### config.mk
export PLATFORM = sky130hd
export DESIGN_NAME = ttp_axis
export DESIGN_NICKNAME = d
export VERILOG_FILES = /design/src/hw/rtl/target_tracking_pid_assert.svh /design/src/hw/rtl/ttp_pkg.sv /design/src/hw/rtl/ttp_cordic.sv /design/src/hw/rtl/ttp_axis.sv
export SDC_FILE = /design/constraint.sdc
export NUM_CORES = 2
export LEC_CHECK = 0
export ABC_CLOCK_PERIOD_IN_PS = 16100
export BUFFER_PORTS_ARGS = -buffer_cell sky130_fd_sc_hd__buf_4
export CORE_UTILIZATION = 58
export CTS_CLUSTER_SIZE = 30
export DETAILED_ROUTE_END_ITERATION = 8
export PLACE_DENSITY = 0.83
export SYNTH_ARGS = -nofsm -noshare
export SYNTH_HDL_FRONTEND = slang
export SYNTH_SLANG_ARGS = --single-unit
### constraint.sdc
create_clock -name i_clk -period 16.1 [get_ports i_clk]
set_input_delay 1.61 -clock i_clk [delete_from_list [all_inputs] [get_ports i_clk]]
set_output_delay 1.61 -clock i_clk [all_outputs]
set_load 0.05 [all_outputs]
### src/hw/rtl/target_tracking_pid_assert.svh
// Assertion macros used by the tracker top level.
`ifndef TARGET_TRACKING_PID_ASSERT_SVH
`define TARGET_TRACKING_PID_ASSERT_SVH

// Same-cycle implication, disabled while reset is held.
`define TTP_ASSERT_IMP(lbl, clk, rst_n, ante, cons, msg) \
    lbl: assert property (@(posedge clk) disable iff (!rst_n) (ante) |-> (cons)) \
        else $error(msg);

// Next-cycle implication, disabled while reset is held.
`define TTP_ASSERT_NXT(lbl, clk, rst_n, ante, cons, msg) \
    lbl: assert property (@(posedge clk) disable iff (!rst_n) (ante) |=> (cons)) \
        else $error(msg);

`endif

### src/hw/rtl/ttp_pkg.sv
// Types, codes, constants and the arctangent table of the target tracker.
package ttp_pkg;

    // Request operation codes.
    localparam logic [2:0] OP_DETECT = 3'd0;
    localparam logic [2:0] OP_TICK   = 3'd1;
    localparam logic [2:0] OP_START  = 3'd2;
    localparam logic [2:0] OP_STOP   = 3'd3;
    localparam logic [2:0] OP_TOGGLE = 3'd4;

    // Status codes.
    localparam logic [1:0] ST_NOT_FOUND = 2'd0;
    localparam logic [1:0] ST_WAITING   = 2'd1;
    localparam logic [1:0] ST_FOUND     = 2'd2;

    // Configuration register indexes.
    localparam logic [2:0] CFG_PROP_GAIN  = 3'd0;
    localparam logic [2:0] CFG_INTEG_GAIN = 3'd1;
    localparam logic [2:0] CFG_DERIV_GAIN = 3'd2;
    localparam logic [2:0] CFG_LOST_LIMIT = 3'd3;
    localparam logic [2:0] CFG_WAIT_LIMIT = 3'd4;
    localparam logic [2:0] CFG_SCAN_EN    = 3'd5;
    localparam logic [2:0] CFG_PAN_FOV    = 3'd6;
    localparam logic [2:0] CFG_TILT_FOV   = 3'd7;

    // Arithmetic constants.
    localparam int CORDIC_STEPS   = 20;
    localparam int DERIV_SCALE    = 1000000;
    localparam int DERIV_SCALE_W  = 20;
    localparam int GAIN_W         = 16;
    localparam int MIN_MOVE_ANGLE = 71;
    localparam logic signed [23:0] CMD_MAX = 24'sh7FFFFF;
    localparam logic signed [23:0] CMD_MIN = 24'sh800000;

    typedef struct packed {
        logic [2:0]         operation;
        logic signed [15:0] ball_x;
        logic signed [15:0] ball_y;
        logic [15:0]        target_size;
        logic [31:0]        timestamp;
    } t_in;

    typedef struct packed {
        logic [1:0]         status;
        logic signed [23:0] pan_command;
        logic signed [23:0] tilt_command;
        logic               move_valid;
        logic               scan_request;
        logic               go_home;
    } t_out;

    typedef struct packed {
        logic signed [15:0] prop;
        logic signed [15:0] integ;
        logic signed [15:0] deriv;
    } t_gains;

    typedef struct packed {
        logic signed [15:0] err;
        logic signed [23:0] sum;
        logic signed [23:0] cmd;
    } t_axis_res;

    typedef enum logic [1:0] {
        CS_IDLE,
        CS_EXEC,
        CS_RUN,
        CS_DONE
    } t_ctl_state;

    typedef enum logic [2:0] {
        AS_IDLE,
        AS_ATAN_GO,
        AS_ATAN,
        AS_ERR,
        AS_DIV,
        AS_DER,
        AS_MAC,
        AS_FIN
    } t_axis_state;

    // Arctangent of 2^-i in Q24 radians.
    function automatic logic [23:0] atan_entry(input logic [4:0] idx);
        logic [23:0] v;
        case (idx)
            5'd0:    v = 24'd13176795;
            5'd1:    v = 24'd7778716;
            5'd2:    v = 24'd4110060;
            5'd3:    v = 24'd2086331;
            5'd4:    v = 24'd1047214;
            5'd5:    v = 24'd524117;
            5'd6:    v = 24'd262123;
            5'd7:    v = 24'd131069;
            5'd8:    v = 24'd65536;
            5'd9:    v = 24'd32768;
            5'd10:   v = 24'd16384;
            5'd11:   v = 24'd8192;
            5'd12:   v = 24'd4096;
            5'd13:   v = 24'd2048;
            5'd14:   v = 24'd1024;
            5'd15:   v = 24'd512;
            5'd16:   v = 24'd256;
            5'd17:   v = 24'd128;
            5'd18:   v = 24'd64;
            5'd19:   v = 24'd32;
            default: v = 24'd0;
        endcase
        return v;
    endfunction

endpackage

### src/hw/rtl/ttp_cordic.sv
// Iterative CORDIC arctangent, one rotation step per cycle.
module ttp_cordic (
    input  logic        i_clk,
    input  logic        i_rst_n,
    input  logic        i_start,
    input  logic [29:0] i_arg,
    output logic        o_done,
    output logic [13:0] o_angle
);
    import ttp_pkg::*;

    logic signed [32:0] r_x;
    logic signed [32:0] r_y;
    logic signed [26:0] r_z;
    logic [4:0]         r_step;
    logic               r_busy;
    logic               r_done;
    logic               r_zero;

    logic signed [32:0] w_xs;
    logic signed [32:0] w_ys;
    logic signed [26:0] w_tab;
    logic signed [26:0] w_zrnd;

    // Shifted operands and table angle for the current step.
    always_comb begin
        w_xs   = r_x >>> r_step;
        w_ys   = r_y >>> r_step;
        w_tab  = signed'({3'b000, atan_entry(r_step)});
        w_zrnd = r_z + 27'sd2048;
    end

    // Control: a run of CORDIC_STEPS steps, then a one-cycle done.
    always_ff @(posedge i_clk) begin
        if (!i_rst_n) begin
            r_busy <= 1'b0;
            r_done <= 1'b0;
        end else begin
            r_done <= 1'b0;
            if (i_start) begin
                r_busy <= 1'b1;
            end else if (r_busy && (r_step == 5'(CORDIC_STEPS - 1))) begin
                r_busy <= 1'b0;
                r_done <= 1'b1;
            end
        end
    end

    // Vectoring rotations drive y toward zero while z collects the angle.
    always_ff @(posedge i_clk) begin
        if (i_start) begin
            r_x    <= 33'sh0_0800_0000;
            r_y    <= signed'({3'b000, i_arg});
            r_z    <= '0;
            r_step <= '0;
            r_zero <= (i_arg == '0);
        end else if (r_busy) begin
            if (!r_y[32]) begin
                r_x <= r_x + w_ys;
                r_y <= r_y - w_xs;
                r_z <= r_z + w_tab;
            end else begin
                r_x <= r_x - w_ys;
                r_y <= r_y + w_xs;
                r_z <= r_z - w_tab;
            end
            r_step <= r_step + 5'd1;
        end
    end

    // Round to Q12; a zero argument or a negative angle reads as zero.
    assign o_done  = r_done;
    assign o_angle = (r_zero || r_z[26]) ? 14'd0 : w_zrnd[25:12];

endmodule

### src/hw/rtl/ttp_axis.sv
// One axis of the tracker: angle error, serial divide for the derivative, serial PID MAC.
module ttp_axis (
    input  logic                  i_clk,
    input  logic                  i_rst_n,
    input  logic                  i_start,
    input  logic signed [15:0]    i_pos,
    input  logic [14:0]           i_tangent,
    input  logic signed [15:0]    i_prev_err,
    input  logic signed [23:0]    i_sum,
    input  logic [31:0]           i_dt,
    input  ttp_pkg::t_gains       i_gains,
    output logic                  o_done,
    output ttp_pkg::t_axis_res    o_res
);
    import ttp_pkg::*;

    localparam int MAG_W = 14;
    localparam int NUM_W = MAG_W + DERIV_SCALE_W;
    localparam int ACC_W = 42;
    localparam logic signed [ACC_W-1:0] ACC_MAX = 42'sd8388607;
    localparam logic signed [ACC_W-1:0] ACC_MIN = -42'sd8388608;

    t_axis_state r_state;
    t_axis_state n_state;

    logic [29:0]              r_mag;
    logic                     r_tneg;
    logic signed [15:0]       r_prev;
    logic signed [23:0]       r_sum;
    logic [31:0]              r_dt;
    logic                     r_dt_nz;
    t_gains                   r_gains;
    logic signed [15:0]       r_err;
    logic                     r_dneg;
    logic                     r_dnz;
    logic [NUM_W-1:0]         r_num;
    logic [31:0]              r_rem;
    logic [5:0]               r_cnt;
    logic signed [ACC_W-1:0]  r_acc;
    logic signed [ACC_W-1:0]  r_op_err;
    logic signed [ACC_W-1:0]  r_op_der;
    logic signed [ACC_W-1:0]  r_op_sum;
    logic [GAIN_W-1:0]        r_gp;
    logic [GAIN_W-1:0]        r_gi;
    logic [GAIN_W-1:0]        r_gd;

    logic                     w_cordic_start;
    logic                     w_cordic_done;
    logic [13:0]              w_angle;
    logic signed [31:0]       w_prod;
    logic signed [15:0]       w_ang16;
    logic signed [16:0]       w_diff;
    logic signed [16:0]       w_dabs;
    logic signed [24:0]       w_sum_ext;
    logic signed [23:0]       w_sum_sat;
    logic [32:0]              w_rem_sh;
    logic [32:0]              w_rem_sub;
    logic                     w_ge;
    logic signed [23:0]       w_der;
    logic signed [ACC_W-1:0]  w_pp;
    logic                     w_mac_last;
    logic signed [ACC_W-1:0]  w_rnd;
    logic signed [ACC_W-1:0]  w_shr;
    logic signed [23:0]       w_cmd;

    ttp_cordic u_cordic (
        .i_clk   (i_clk),
        .i_rst_n (i_rst_n),
        .i_start (w_cordic_start),
        .i_arg   (r_mag),
        .o_done  (w_cordic_done),
        .o_angle (w_angle)
    );

    // Sequencer state register.
    always_ff @(posedge i_clk) begin
        if (!i_rst_n) begin
            r_state <= AS_IDLE;
        end else begin
            r_state <= n_state;
        end
    end

    // Sequencer next state and strobes.
    always_comb begin
        n_state        = r_state;
        w_cordic_start = 1'b0;
        o_done         = 1'b0;
        case (r_state)
            AS_IDLE: begin
                if (i_start) begin
                    n_state = AS_ATAN_GO;
                end
            end
            AS_ATAN_GO: begin
                w_cordic_start = 1'b1;
                n_state        = AS_ATAN;
            end
            AS_ATAN: begin
                if (w_cordic_done) begin
                    n_state = AS_ERR;
                end
            end
            AS_ERR: begin
                n_state = AS_DIV;
            end
            AS_DIV: begin
                if (r_cnt == 6'(NUM_W - 1)) begin
                    n_state = AS_DER;
                end
            end
            AS_DER: begin
                n_state = AS_MAC;
            end
            AS_MAC: begin
                if (w_mac_last) begin
                    n_state = AS_FIN;
                end
            end
            AS_FIN: begin
                o_done  = 1'b1;
                n_state = AS_IDLE;
            end
            default: begin
                n_state = AS_IDLE;
            end
        endcase
    end

    // Position times field-of-view tangent, and the signed angle error.
    always_comb begin
        w_prod  = i_pos * signed'({1'b0, i_tangent});
        w_ang16 = signed'({2'b00, w_angle});
        w_diff  = 17'(r_err) - 17'(r_prev);
        w_dabs  = w_diff[16] ? -w_diff : w_diff;
    end

    // Saturating integral update.
    always_comb begin
        w_sum_ext = 25'(r_sum) + 25'(r_err);
        if (w_sum_ext > 25'sd8388607) begin
            w_sum_sat = CMD_MAX;
        end else if (w_sum_ext < -25'sd8388608) begin
            w_sum_sat = CMD_MIN;
        end else begin
            w_sum_sat = w_sum_ext[23:0];
        end
    end

    // One restoring division step: a quotient bit per cycle.
    always_comb begin
        w_rem_sh  = {r_rem, r_num[NUM_W-1]};
        w_ge      = (w_rem_sh >= {1'b0, r_dt});
        w_rem_sub = w_rem_sh - {1'b0, r_dt};
    end

    // Derivative from the quotient: sign, saturation, and the zero-interval case.
    always_comb begin
        if (!r_dt_nz) begin
            if (!r_dnz) begin
                w_der = '0;
            end else begin
                w_der = r_dneg ? CMD_MIN : CMD_MAX;
            end
        end else if (r_dneg) begin
            w_der = (r_num > NUM_W'(8388608)) ? CMD_MIN : -signed'(r_num[23:0]);
        end else begin
            w_der = (r_num > NUM_W'(8388607)) ? CMD_MAX : signed'(r_num[23:0]);
        end
    end

    // Partial products for one gain bit; the top bit carries negative weight.
    always_comb begin
        w_mac_last = (r_cnt == 6'(GAIN_W - 1));
        w_pp = (r_gp[0] ? r_op_err : '0) + (r_gd[0] ? r_op_der : '0)
             + (r_gi[0] ? r_op_sum : '0);
    end

    // Round to Q12 and saturate the command.
    always_comb begin
        w_rnd = r_acc + 42'sd2048;
        w_shr = w_rnd >>> 12;
        if (w_shr > ACC_MAX) begin
            w_cmd = CMD_MAX;
        end else if (w_shr < ACC_MIN) begin
            w_cmd = CMD_MIN;
        end else begin
            w_cmd = w_shr[23:0];
        end
    end

    // Datapath registers, advanced by the sequencer state.
    always_ff @(posedge i_clk) begin
        case (r_state)
            AS_IDLE: begin
                if (i_start) begin
                    r_mag   <= w_prod[31] ? 30'(-w_prod) : w_prod[29:0];
                    r_tneg  <= w_prod[31];
                    r_prev  <= i_prev_err;
                    r_sum   <= i_sum;
                    r_dt    <= i_dt;
                    r_dt_nz <= (i_dt != '0);
                    r_gains <= i_gains;
                end
            end
            AS_ATAN: begin
                if (w_cordic_done) begin
                    r_err <= r_tneg ? w_ang16 : -w_ang16;
                end
            end
            AS_ERR: begin
                r_num  <= NUM_W'(w_dabs[MAG_W-1:0]) * NUM_W'(DERIV_SCALE);
                r_rem  <= '0;
                r_cnt  <= '0;
                r_dneg <= w_diff[16];
                r_dnz  <= (w_diff != '0);
                r_sum  <= w_sum_sat;
            end
            AS_DIV: begin
                r_rem <= w_ge ? w_rem_sub[31:0] : w_rem_sh[31:0];
                r_num <= {r_num[NUM_W-2:0], w_ge};
                r_cnt <= r_cnt + 6'd1;
            end
            AS_DER: begin
                r_op_err <= ACC_W'(r_err);
                r_op_der <= ACC_W'(w_der);
                r_op_sum <= ACC_W'(r_sum);
                r_gp     <= r_gains.prop;
                r_gi     <= r_gains.integ;
                r_gd     <= r_gains.deriv;
                r_acc    <= '0;
                r_cnt    <= '0;
            end
            AS_MAC: begin
                r_acc    <= w_mac_last ? (r_acc - w_pp) : (r_acc + w_pp);
                r_op_err <= r_op_err <<< 1;
                r_op_der <= r_op_der <<< 1;
                r_op_sum <= r_op_sum <<< 1;
                r_gp     <= r_gp >> 1;
                r_gi     <= r_gi >> 1;
                r_gd     <= r_gd >> 1;
                r_cnt    <= r_cnt + 6'd1;
            end
            default: begin
            end
        endcase
    end

    assign o_res.err = r_err;
    assign o_res.sum = r_sum;
    assign o_res.cmd = w_cmd;

endmodule

# Yosys cells after proc, flatten, opt, wreduce, memory -nomap -nowiden
# Memory sizes are Yosys's and may differ from the RTL's. A register that Yosys moved wholly into a read port is not among the register bits.
# Cells that the tools add are included.
word_totals:
  inputBits: 154
  memories: 1
  word_cells: 147
  mem_bits_ro: 768
  output_inout_bits: 65
  ff_bits: 562
classes:
  n_eq_ne: 14
  mux: 48
  magnitude_cmp: 7
  mul: 2
  shifts: 2
  reduce_logical: 19
  n_addsub: 21
  n_bitwise: 1
mem_list:
  columns: ["name", "depth", "width", "read_ports", "rd_clocked_by_memory_dff", "write_ports", "line", "source"]
  rows:
  - ["(name not given)", 32, 24, 1, 1, 0, "ttp_pkg.sv:85", "case (idx)"]
op_table:
  columns: ["operator", "count"]
  rows:
  - ["$pmux W42 S2", 4]
  - ["$mux W24", 11]
  - ["$mux W42", 4]
  - ["$add A42 B42 Y42", 3]
  - ["$pmux W16 S2", 3]
  - ["$mux W30", 3]
  - ["$pmux W34 S2", 1]
  - ["$add A33 B33 Y33", 2]
  - ["$mux W33", 2]
  - ["$sshr A33 B5 Y33", 2]
  - ["$sub A33 B33 Y33", 2]
  - ["$pmux W32 S2", 1]
  - ["$pmux W24 S2", 1]
  - ["$add A42 B13 Y42 const B", 1]
  - ["$mux W14", 3]
  - ["$sub A42 B42 Y42", 1]
  - ["$gt A34 B23 Y1 const B", 1]
  - ["$gt A34 B24 Y1 const B", 1]
  - ["$ge A33 B32 Y1", 1]
  - ["$mul A16 B16 Y32", 1]
  - ["$mux W32", 1]
  - ["$reduce_bool A32 Y1", 1]
  - ["$sub A32 B32 Y32", 1]
  - ["$gt A30 B24 Y1 const B", 1]
  - ["other kinds (39)", 62]

# Depth between registers and ports, before layout
logic_depth:
  word_depth: 6
  depth_mapped: 38
  ltp_nobuf: 38

# Cells and area by module
# Synthesis repeated with hierarchy kept, for this count alone.
unflattened:
  cells_unflattened: 6542
  area_unflattened_um2: 59255.6
by_module_without_submodules:
  columns: ["module", "seq_area_each_um2", "n_inst", "area_per_inst_um2", "cells_per_inst"]
  rows:
  - ["ttp_axis", 13813.2, 1, 43586.8, 4650]
  - ["ttp_cordic", 2812.7, 1, 15668.8, 1892]

# Least setup slack after synthesis
# No wires, ideal clock.
synth_path:
  path_type: "input to register"
  startpoint: "input port i_start"
  endpoint: "register r_sum[0] (enable)"
  path_stages: 2
  setup_ns: 0.370
  path_slack_ns: -0.522
  arrival_time_ns: 16.252
  n_path_buf: 0
  required_ns: 15.730
  cell_sequence: "nor4b_1 -> or2_2"
synth_between:
  elab_chain_len: 2
synth_rtl:
  columns: ["item", "line", "source"]
  rows:
  - ["start: declaration", "ttp_axis.sv:5", "input logic i_start,"]
  - ["$ne A2 B2 Y1 (no line)", null, null]
  - ["$reduce_and A2 Y1 (no line)", null, null]
  - ["end signal: assignment", "ttp_axis.sv:200", "r_sum <= i_sum;"]
  - ["end signal: assignment", "ttp_axis.sv:217", "r_sum <= w_sum_sat;"]
  - ["end: declaration", "ttp_axis.sv:29", "logic signed [23:0] r_sum;"]
# No other way between the ends.
# A chain may end at the register's enable or synchronous reset.

# Worst setup path in the final report
layout_path:
  startpoint: "register r_err[0]"
  endpoint: "register r_num[32], data pin"
layout_between:
  word_cells_on_any_way: 5
  cone_classes: "2 x add/sub; 1 x mul; 2 x mux"
layout_lines:
  columns: ["item", "line", "source"]
  rows:
  - ["start: declaration", "ttp_axis.sv:33", "logic signed [15:0] r_err;"]
  - ["start signal: assignment", "ttp_axis.sv:208", "r_err <= r_tneg ? w_ang16 : -w_ang16;"]
  - ["$sub A16 B16 Y17", "ttp_axis.sv:134", "w_diff = 17'(r_err) - 17'(r_prev);"]
  - ["named net w_diff[16]", "ttp_axis.sv:52", "logic signed [16:0] w_diff;"]
  - ["$mux W14", "ttp_axis.sv:135", "w_dabs = w_diff[16] ? -w_diff : w_diff;"]
  - ["$mul A14 B14 Y28", "ttp_axis.sv:212", "r_num <= NUM_W'(w_dabs[MAG_W-1:0]) * NUM_W'(DERIV_SCALE);"]
  - ["$pmux W34 S2", "ttp_axis.sv:194", "case (r_state)"]
  - ["end signal: assignment", "ttp_axis.sv:212", null]
  - ["end signal: assignment", "ttp_axis.sv:221", "r_num <= {r_num[NUM_W-2:0], w_ge};"]
  - ["end: declaration", "ttp_axis.sv:36", "logic [NUM_W-1:0] r_num;"]
# The timed path passes the listed nets, and every way through them passes these cells.

==> flow_summary.json <==
{
  "die_w_um": 317.5,
  "path_clk_slew_ns": 0.06,
  "grt_first_pass_wirelength_um": 235700,
  "routed_wl_um": 144600,
  "syn_area_um2": 57740,
  "grtUsageTotal_pct": 28.55,
  "hp-class": "reg -> reg",
  "max-clock-path-buffers": 3,
  "cpPeakStageDelay_ns": 0.71,
  "final.setup.tns_ns": 0,
  "drive_gt1_share_pct": 8.526,
  "cts_sinks": 586,
  "grt_max_degree": 130,
  "cts_tree": "done",
  "drc": 0,
  "finalHoldViolations": 0,
  "finalSetupViolations": 0,
  "cpMostUsedCell": "ha_1",
  "firstDrtPassIters": 6,
  "core_area_um2": 98560,
  "wl_per_cell_um": 18.60,
  "fmaxAchievable_mhz": 96.46,
  "syn2layout_area_growth_pct": 8.540,
  "via_per_inst": 6.042,
  "fillers": 7836,
  "dieArea_um2": 100800,
  "endpoint_kind": "register",
  "ys_seq_area_share_pct": 28.79,
  "hold_ws_ns": 0.4966,
  "critPathRequiredTime_ns": 16.48,
  "worstSkewPairLatency_ns": 0.64,
  "critical_path_class": "reg -> reg",
  "ys_types": 96,
  "synth_ff_type": "edfxtp_1",
  "synth_seq_cells": 586,
  "htree_levels": 3,
  "start_util_pct": 58.58,
  "cp_slowest_cell": "mux2i_1",
  "io_pins": 219,
  "async_reset_ff_share_pct": 0,
  "final_nets": 7363,
  "overflow": 0,
  "slew_violations": 0,
  "avgSynthCellArea_um2": 9.094,
  "dp_hpwl_um": 109200,
  "worst_pin_slew_ns": 1.266,
  "period_needed_ns": 10.37,
  "critPathLaunchType": "register",
  "outcome": "complete, no violations",
  "postCtsSetupRepairBufs": 0,
  "via_count": 46980,
  "postCtsHoldBufs": 0,
  "cts_buffers": 70,
  "worst_clock_skew_ns": 0.02727,
  "yosys_warnings": 0,
  "die_h_um": 317.5,
  "maxSlewHeadroom_pct": 15.50,
  "io_buffers": 218,
  "fin_ws_ns": 5.733,
  "cts-root-buf": "clkbuf_16",
  "antenna_found_initial": 2,
  "multi_input_area_um2": 37670,
  "drv_cap": 0,
  "place_congestion": 0.9528,
  "final_cell_mix": "841 x nand2_1, 660 x inv_1, 489 x edfxtp_1",
  "std_cell_rows": 115,
  "regArea_um2": 16640,
  "arrival_ns": 10.75,
  "fin_util_pct": 63.58,
  "drt-initial-drc-count": 4248,
  "worstPathMaxFanout": 8,
  "place_ws_ns": 5.881,
  "first_global_vias": 46270,
  "ctsResizeCount": 0,
  "synth-edff-count": 489,
  "final_common_cell": "nand2_1",
  "synth_nets": 7284,
  "syn_inst": 6349,
  "finalCritPeriodShare_pct": 64.39,
  "ant_nets": 0,
  "rsz0062_at_grt": "false"
}
## cells in the mapped netlist (44+ instances only)
| master | instances | area (um^2) |
|---|---|---|
| a21o_1 | 211 | 1584 |
| nand3_1 | 99 | 495.5 |
| xnor2_1 | 281 | 2461 |
| mux2i_1 | 97 | 970.9 |
| o21ai_0 | 286 | 1431 |
| xor2_1 | 193 | 1690 |
| inv_1 | 661 | 2481 |
| fa_1 | 334 | 6686 |
| dfxtp_1 | 97 | 1942 |
| nor2b_1 | 44 | 275.3 |
| nand2_1 | 842 | 3161 |
| ha_1 | 447 | 5593 |
| a211oi_1 | 50 | 375.4 |
| nor3_1 | 101 | 505.5 |
| and3_1 | 44 | 275.3 |
| mux4_2 | 91 | 2049 |
| clkbuf_1 | 193 | 724.4 |
| a21oi_1 | 392 | 1962 |
| and2_1 | 172 | 1076 |
| nand2b_1 | 63 | 394.1 |
| a31oi_1 | 55 | 344.1 |
| nor2_1 | 476 | 1787 |
| edfxtp_1 | 489 | 14680 |
## final timing paths
path	start	to	slack, ns	depth (start not counted)
setup / recovery	r_err[0]$_DFFE_PP_	r_num[32]$_DFFE_PP_	5.73	34
hold / removal	u_cordic.r_x[0]$_SDFFE_PP0P_	u_cordic.r_x[0]$_SDFFE_PP0P_	0.50	2
setup reg to reg	r_err[0]$_DFFE_PP_	r_num[32]$_DFFE_PP_	5.73	34
hold reg to reg	u_cordic.r_x[0]$_SDFFE_PP0P_	u_cordic.r_x[0]$_SDFFE_PP0P_	0.50	2
## layout make-up
class	instances	share of cell area (%)
sequential	586	26.55
clock inverter	41	0.6848
timing repair buffer	254	3.063
clock buffer	89	3.025
inverter	666	3.989
antenna	2	0.007986
tap	1287	2.569
multi-input combinational	4850	60.11
## cells by family (layout without fill, tap and decap cells)
family | Yosys count | count (layout) | synth area share (%)
xor gates and xnor gates | 474 | 474 | 7.190
DFF | 586 | 586 | 28.79
adders and majority gates | 781 | 781 | 21.27
buffers and inverters | 913 | 1050 | 6.074
and+or+nand+nor | 2067 | 2067 | 16.56
muxes | 215 | 215 | 5.758
AOI/OAI and AO/OA | 1313 | 1313 | 14.36
other | 0 | 2 | 0
## routing by layer
metal,wire [um],share of wire (%),track usage (%)
met3,11060,7.6,4.343
met2,69780,48,48.67
met1,58580,41,36.74
met5,0,0,0
met4,5167,3.6,10.58
## per-stage QoR
stage / cells / area (um^2)
finish: 7775 / 62670
detailed placement: 7643 / 60340
floorplan: 6349 / 57750
CTS: 7773 / 62670
global placement: 7643 / 60340
global route: 7775 / 62670
## worst max-delay path, delay by kind of cell (launching register included)
family | cells | cell delay (ns)
AOI/OAI and AO/OA | 12 | 3.57
adders and majority gates | 9 | 3.23
and+or+nand+nor | 5 | 1.15
muxes | 1 | 0.71
buffers and inverters | 4 | 0.52
xor gates and xnor gates | 3 | 0.50
DFF | 1 | 0.41
## registers in the layout, indices dropped and copies added (netlist names), 5 cells and up
register         flops
r_acc               42
r_cnt                6
r_dt                32
r_err               16
r_gains             48
r_gd                16
r_gi                16
r_gp                16
r_mag               30
r_num               34
r_op_der            42
r_op_err            42
r_op_sum            42
r_prev              16
r_rem               32
r_sum               24
u_cordic.r_step      5
u_cordic.r_x        33
u_cordic.r_y        33
u_cordic.r_z        27
u_cordic.w_tab      24
Power is left out: the tool's default activity adds up to more than one toggle a clock period on the data nets, which glitch-free logic cannot reach.
